## src/hw/rtl/pipc_pkg.sv

```systemverilog
// ----------------------------------------------------------------------------
// pipc_pkg
// Shared types, constants and helper functions for the crossing-number test.
// ----------------------------------------------------------------------------
package pipc_pkg;

  localparam int CoordW = 32;
  localparam int WordW  = 64;
  localparam int CfgW   = 32;
  localparam int DiffW  = 34;
  localparam int DivW   = 64;

  typedef enum logic [1:0] {
    OUT_NONE   = 2'd0,
    OUT_TOGGLE = 2'd1,
    OUT_BORDER = 2'd2
  } outcome_t;

  typedef enum logic {
    REG_QUERY_LAT = 1'b0,
    REG_QUERY_LON = 1'b1
  } reg_index_t;

  // Controller to datapath.
  typedef struct packed {
    logic load;
    logic div_start;
    logic finish;
    logic clear;
  } dp_cmd_t;

  // Datapath to controller.
  typedef struct packed {
    logic need_div;
    logic div_busy;
  } dp_status_t;

  function automatic logic [CoordW-1:0] decode_lat(input logic [WordW-1:0] w);
    logic [CoordW-1:0] r;
    r = '0;
    for (int i = 0; i < 16; i++) begin
      r[31-i] = w[63-2*i];
      r[15-i] = w[31-2*i];
    end
    return r;
  endfunction

  function automatic logic [CoordW-1:0] decode_lon(input logic [WordW-1:0] w);
    logic [CoordW-1:0] r;
    r = '0;
    for (int i = 0; i < 16; i++) begin
      r[31-i] = w[62-2*i];
      r[15-i] = w[30-2*i];
    end
    return r;
  endfunction

endpackage

```

## src/hw/rtl/pipc_ctrl.sv

```systemverilog
// ----------------------------------------------------------------------------
// pipc_ctrl
// Sequencer: accept a vertex, classify, divide when needed, report on last.
// ----------------------------------------------------------------------------
module pipc_ctrl (
  input  logic                 clk,
  input  logic                 rst,
  input  logic                 in_valid,
  output logic                 in_ready,
  input  logic                 in_last,
  output logic                 out_valid,
  input  logic                 out_ready,
  output pipc_pkg::dp_cmd_t    cmd,
  input  pipc_pkg::dp_status_t status,
  input  logic [1:0]           outcome,
  output logic [1:0]           out_outcome
);
  typedef enum logic [4:0] {
    S_IDLE  = 5'b00001,
    S_CLASS = 5'b00010,
    S_START = 5'b00100,
    S_WAIT  = 5'b01000,
    S_DONE  = 5'b10000
  } state_t;

  state_t state, state_next;
  logic   last_r;
  logic   ov;
  logic   report;

  assign in_ready = (state == S_IDLE) && !(ov && !out_ready);
  assign out_valid = ov;

  always_comb begin
    cmd = '0;
    state_next = state;
    report = 1'b0;
    unique case (state)
      S_IDLE: begin
        if (in_valid && in_ready) begin
          cmd.load = 1'b1;
          state_next = S_CLASS;
        end
      end
      S_CLASS: begin
        cmd.div_start = 1'b1;
        state_next = S_START;
      end
      S_START: begin
        state_next = status.need_div ? S_WAIT : S_DONE;
      end
      S_WAIT: begin
        if (!status.div_busy) begin
          cmd.finish = 1'b1;
          state_next = S_DONE;
        end
      end
      S_DONE: begin
        if (last_r) begin
          if (!ov || out_ready) begin
            report = 1'b1;
            cmd.clear = 1'b1;
            state_next = S_IDLE;
          end
        end else begin
          state_next = S_IDLE;
        end
      end
      default: state_next = S_IDLE;
    endcase
  end

  always_ff @(posedge clk) begin
    if (rst) begin
      state <= S_IDLE;
      ov    <= 1'b0;
    end else begin
      state <= state_next;
      if (report) ov <= 1'b1;
      else if (out_ready) ov <= 1'b0;
    end
  end

  always_ff @(posedge clk) begin
    if (cmd.load) last_r <= in_last;
    if (report) out_outcome <= outcome;
  end
endmodule

```

## config.mk

```make
export PLATFORM = sky130hd
export DESIGN_NAME = pipc_ctrl
export DESIGN_NICKNAME = d
export VERILOG_FILES = /design/src/hw/rtl/pipc_pkg.sv /design/src/hw/rtl/pipc_ctrl.sv
export SDC_FILE = /design/constraint.sdc
export NUM_CORES = 1
export LEC_CHECK = 0
export BUFFER_PORTS_ARGS = -buffer_cell sky130_fd_sc_hd__buf_2
export CAP_MARGIN = 15
export CORE_AREA = 2 2 39 41
export CTS_BUF_LIST = sky130_fd_sc_hd__clkbuf_4 sky130_fd_sc_hd__clkbuf_8
export DETAILED_ROUTE_END_ITERATION = 6
export DIE_AREA = 0 0 41 43
export GPL_ROUTABILITY_DRIVEN = 0
export GPL_TIMING_DRIVEN = 0
export PLACE_DENSITY = 0.65
export SYNTH_ARGS = -nofsm -noshare
export SYNTH_HDL_FRONTEND = slang
export SYNTH_SLANG_ARGS = --single-unit
```

## constraint.sdc

```tcl
create_clock -name clk -period 4.2 [get_ports clk]
set_input_delay 0.21 -clock clk [delete_from_list [all_inputs] [get_ports clk]]
set_output_delay 0.21 -clock clk [all_outputs]
set_load 0.005 [all_outputs]
```

==> Yosys cells after proc, flatten, opt, wreduce, memory -nomap -nowiden <==
Index checks and enable logic that the tools add are counted.
{ "totals": {"reg_bits": 9, "latchBits": 0, "ramBits": 0, "mem_bits_ro": 0, "input_bits": 9, "out_inout_bits": 8, "elab_cells": 37, "mem_count": 0} }
{ "op_classes": {"add_sub_neg": 0, "n_mul": 0, "n_div": 0, "order_cmp": 0, "n_eq_ne": 8, "n_shift": 0, "muxes": 16, "bitwise_logic": 0, "reduce_logical": 9} }
{ "op_table": {"columns": ["op", "count"], "rows": [
  ["$mux 5", 5],
  ["$pmux 5 s5", 1],
  ["$mux 1", 10],
  ["$eq 5x1->1 const B", 1],
  ["$eq 5x2->1 const B", 1],
  ["$eq 5x3->1 const B", 1],
  ["$eq 5x4->1 const B", 1],
  ["$eq 5x5->1 const B", 1],
  ["$logic_and 1x1->1", 3],
  ["$logic_not 1->1", 3],
  ["$ne 3x3->1 const B", 1],
  ["$reduce_and 3->1", 1],
  ["$ne 2x1->1 const B", 1],
  ["$ne 2x2->1 const B", 1],
  ["$reduce_bool 2->1", 1],
  ["$logic_or 1x1->1", 1]
]} }

==> Longest topological paths before layout <==
{ "logic_depth": {"word_depth": 7, "depth_mapped": 5, "mapped_depth_nobuf": 4} }

==> Worst setup path after synthesis <==
OpenSTA, ideal clock, no wires.
{ "synth_timing": {"path_kind": "register to output", "from": "register state[1]", "to": "output cmd[0] (netlist bit)", "arrival_ns": 1.150, "t_required_ns": 3.990, "path_slack_ns": 2.840, "path_stages_with_launch": 5, "n_path_buf": 1, "cell_sequence": "dfxtp_1 > or2_1 > nor3b_1 > and4b_1 > buf_4"} }
{ "synth_via": {"elab_chain_cells": 2} }
{ "synth_rtl": {"columns": ["element", "line_no", "text"], "rows": [
  ["start, declared", "pipc_ctrl.sv:26", "state_t state, state_next;"],
  ["start signal, assigned", "pipc_ctrl.sv:78", "state <= state_next;"],
  ["$eq 5x5->1", null, null],
  ["$mux 1", null, null],
  ["end, declared", "pipc_ctrl.sv:13", "output pipc_pkg::dp_cmd_t cmd,"]
]} }
No other way between the ends.

==> Worst setup path in the final report <==
Ends and elaborated chain as after synthesis.

==> results.md <==
* Status: completed
* Net Switching at 161 uW
* Setup tns final at 0 ns
* Final Hold Fails at 0
* Largest net degree at the start of global routing at 11
* Fin nets at 79
* Max clock buf depth at 2
* Crit Path Class: reg -> out
* Count of final setup violators at 0
* Die height at 43 um
* First-pass GRT wire length at 1.30 mm
* Synth Warn # at 0
* Register Area at 210 um^2
* Critical R2R Launch: state[1]$_SDFFE_PP0P_
* # clock sinks at 9
* Die Area at 0.00176 mm^2
* Commonest cells post-synth: 6 x dfxtp_1, 4 x nor2_1, 4 x nor3_1, 3 x edfxtp_1, 3 x nand2b_1
* Mapped Cells at 49
* Main combinational cell family by area after synthesis: simple AND/OR/NAND/NOR gates
* # diodes at 0
* Max Cap Viol at 0
* Reg-to-reg slack, setup at 2.77 ns
* Clock transition at path regs at 0.06 ns
* Post-Route Skew at 0.000390 ns
* Switching share of power at 0.385
* DR pass1 iterations at 4
* Main synth FF type: dfxtp_1
* Dpl hpwl at 741 um
* Die X at 41 um
* Clk root buf: clkbuf_4
* RSZ-0062 raised after global routing: no
* Share of cells above drive strength 1 at 0.449
* Vias in the first global route at 323
* Finished layout cell area at 638 um^2
* Post-synthesis compound-gate area fraction at 0.165
* Reg2Reg Depth at 3
* GR Overflow Total at 0
* Mux cell area share after synthesis at 0
* IO Pins at 17
* Row count at 14
* Starting Density at 0.367
* Clock share of power at 0.175
* EDFF count, synth at 3
* Mapped Area at 508 um^2
* Drt total wl at 969 um
* Data arrival, critical path at 1.61 ns
* Vias at 446
* Max frequency at 549 MHz
* Crit. End Element: output port
* Final min period at 1.82 ns
* Syn Nets at 58
* Postcts setup bufs at 0
* Reg power frac at 0.329
* IO buf count at 16
* Final period util at 0.434
* Clock latency on the worst-skew pair at 0.25 ns
* Core ar. at 0.00138 mm^2
* Main area contributors after synthesis: dfxtp_1 24%, edfxtp_1 18%, nor3_1 3.9%
* Simple-gate portion of the synthesized area at 0.379
* Avg WL per Cell at 11.4 um
* H-tree depth at 1
* Design Power at 418 uW
* Synth cell types at 31
* Pwr Density at 654 mW/mm^2
* Antenna violations before repair at 0
* Via density per instance at 5.25
* Detailed Route Iter0 Violations at 8
* Worst endpoint required time at 3.99 ns
* Area share of fa/ha/maj cells after synthesis at 0
* GRT Overall Usage at 0.114
* Largest fanout on the critical path at 7
* Final Max Slew Viols at 0
* Most common cell in the netlist: dfxtp_1
* Fill cells at 133
* Element type at the critical path start: flip-flop
* DP Area at 608 um^2
* Worst Hold Class: in -> reg
* Cell count of the worst hold path at 1
* WHS Endpoint: last_r$_DFFE_PP_
* Post-synthesis sequential area ratio at 0.414
* Post-DRT Antenna Nets at 0
* Reg2Reg Capture Point: out_outcome[0]$_DFFE_PP_
* Synth Register Bits at 9
* Inserted Clock Buffers at 3
* Synthesized area per cell at 10.4 um^2
* Multi-input gate area at 285 um^2
* Layout area overhead at 25.6%
* Comb power frac at 0.496
* Peak supply drop at 316 uV
* Post-synthesis xor/xnor area fraction at 0.0172
* Number of remaining DRC errors at 0
* Internal at 257 uW
* CTS tree: yes
* Max-slew headroom at 0.802
* Synth area leader: dfxtp_1
* Actual slew at the worst max-slew pin at 0.295 ns
* PostCTS Resize Cnt at 0
* Async S/R FF share, synth at 0
* Yosys top cell area share at 0.236
* Worst Hold Launch: in_last
* CTS Hold Bufs at 0
* P_leak at 0.000276 uW
-- worst max-delay path: stages (launching register included) --
cell and delay (ns):
dfxtp_1 0.36, or2_1 0.31, nor3b_1 0.20, and4b_1 0.28
buf_4 0.12, buf_2 0.09
-- power groups by stage --
stage          clock network (uW)  logic (uW)  registers, uW
2_1_floorplan                   0         167            131
3_3_place_gp                    0         206            138
3_5_place_dp                    0         208            138
4_1_cts                      75.7         208            136
5_1_grt                      81.0         226            140
6_report                     73.0         207            137
-- how the worst max path moves through the flow --
stage / slack (ns) / cells past startpoint / from / end
detailed placement: 2.66 / 5 / state[1]$_SDFFE_PP0P_ / cmd[0]
CTS: 2.37 / 5 / state[1]$_SDFFE_PP0P_ / cmd[0]
global placement: 2.68 / 5 / state[1]$_SDFFE_PP0P_ / cmd[0]
global route: 2.31 / 5 / state[2]$_SDFFE_PP0P_ / cmd[0]
floorplan: 2.84 / 4 / state[1]$_SDFFE_PP0P_ / cmd[0]
finish: 2.38 / 5 / state[1]$_SDFFE_PP0P_ / cmd[0]
-- stage by stage --
step | util | hold WS [ns] | instances | worst slack (ns)
detailed placement | 0.439 | 0.389 | 81 | 2.66
finish | 0.461 | 0.130 | 85 | 2.38
global route | 0.461 | 0.116 | 85 | 2.31
global placement | 0.439 | 0.387 | 81 | 2.68
floorplan | - | 0.280 | 49 | 2.84
CTS | 0.461 | 0.123 | 85 | 2.37
-- routing by layer --
metal,routed length (um),part of all wire,GRT usage,vias up
li1,-,-,-,225
met1,427,0.44,0.141,199
met2,459,0.47,0.172,20
met3,74,0.076,0.0314,2
met4,7,0.0072,0.0600,0
met5,0,0,0,-
-- cells by family after synthesis --
group                     Yosys count
AOI/OAI and AO/OA                   9
buffers and inverters               2
and+or+nand+nor                    28
xor gates and xnor gates            1
DFF                                 9
-- sequential cells by signal, indices dropped and copies added (netlist names) --
| signal | count |
|---|---|
| out_valid | 1 |
| last_r | 1 |
| state | 5 |
| out_outcome | 2 |
-- layout make-up --
class / count / area share
Buffer: 2 / 0.0196
Clock buffer: 4 / 0.0471
Multi-Input combinational cell: 38 / 0.447
Sequential cell: 9 / 0.329
Tap cell: 16 / 0.0314
Timing Repair Buffer: 16 / 0.125
-- layout by cell type, fill, tap and decap left out, types with 2 or more instances in the layout --
master,n
edfxtp_1,3
buf_2,17
nor2_1,4
nand2b_1,3
clkbuf_4,4
a21oi_2,2
nor2b_1,2
nor3_1,4
nor3_2,2
dfxtp_1,6
No activity file was read; power rests on OpenSTA's default activity.
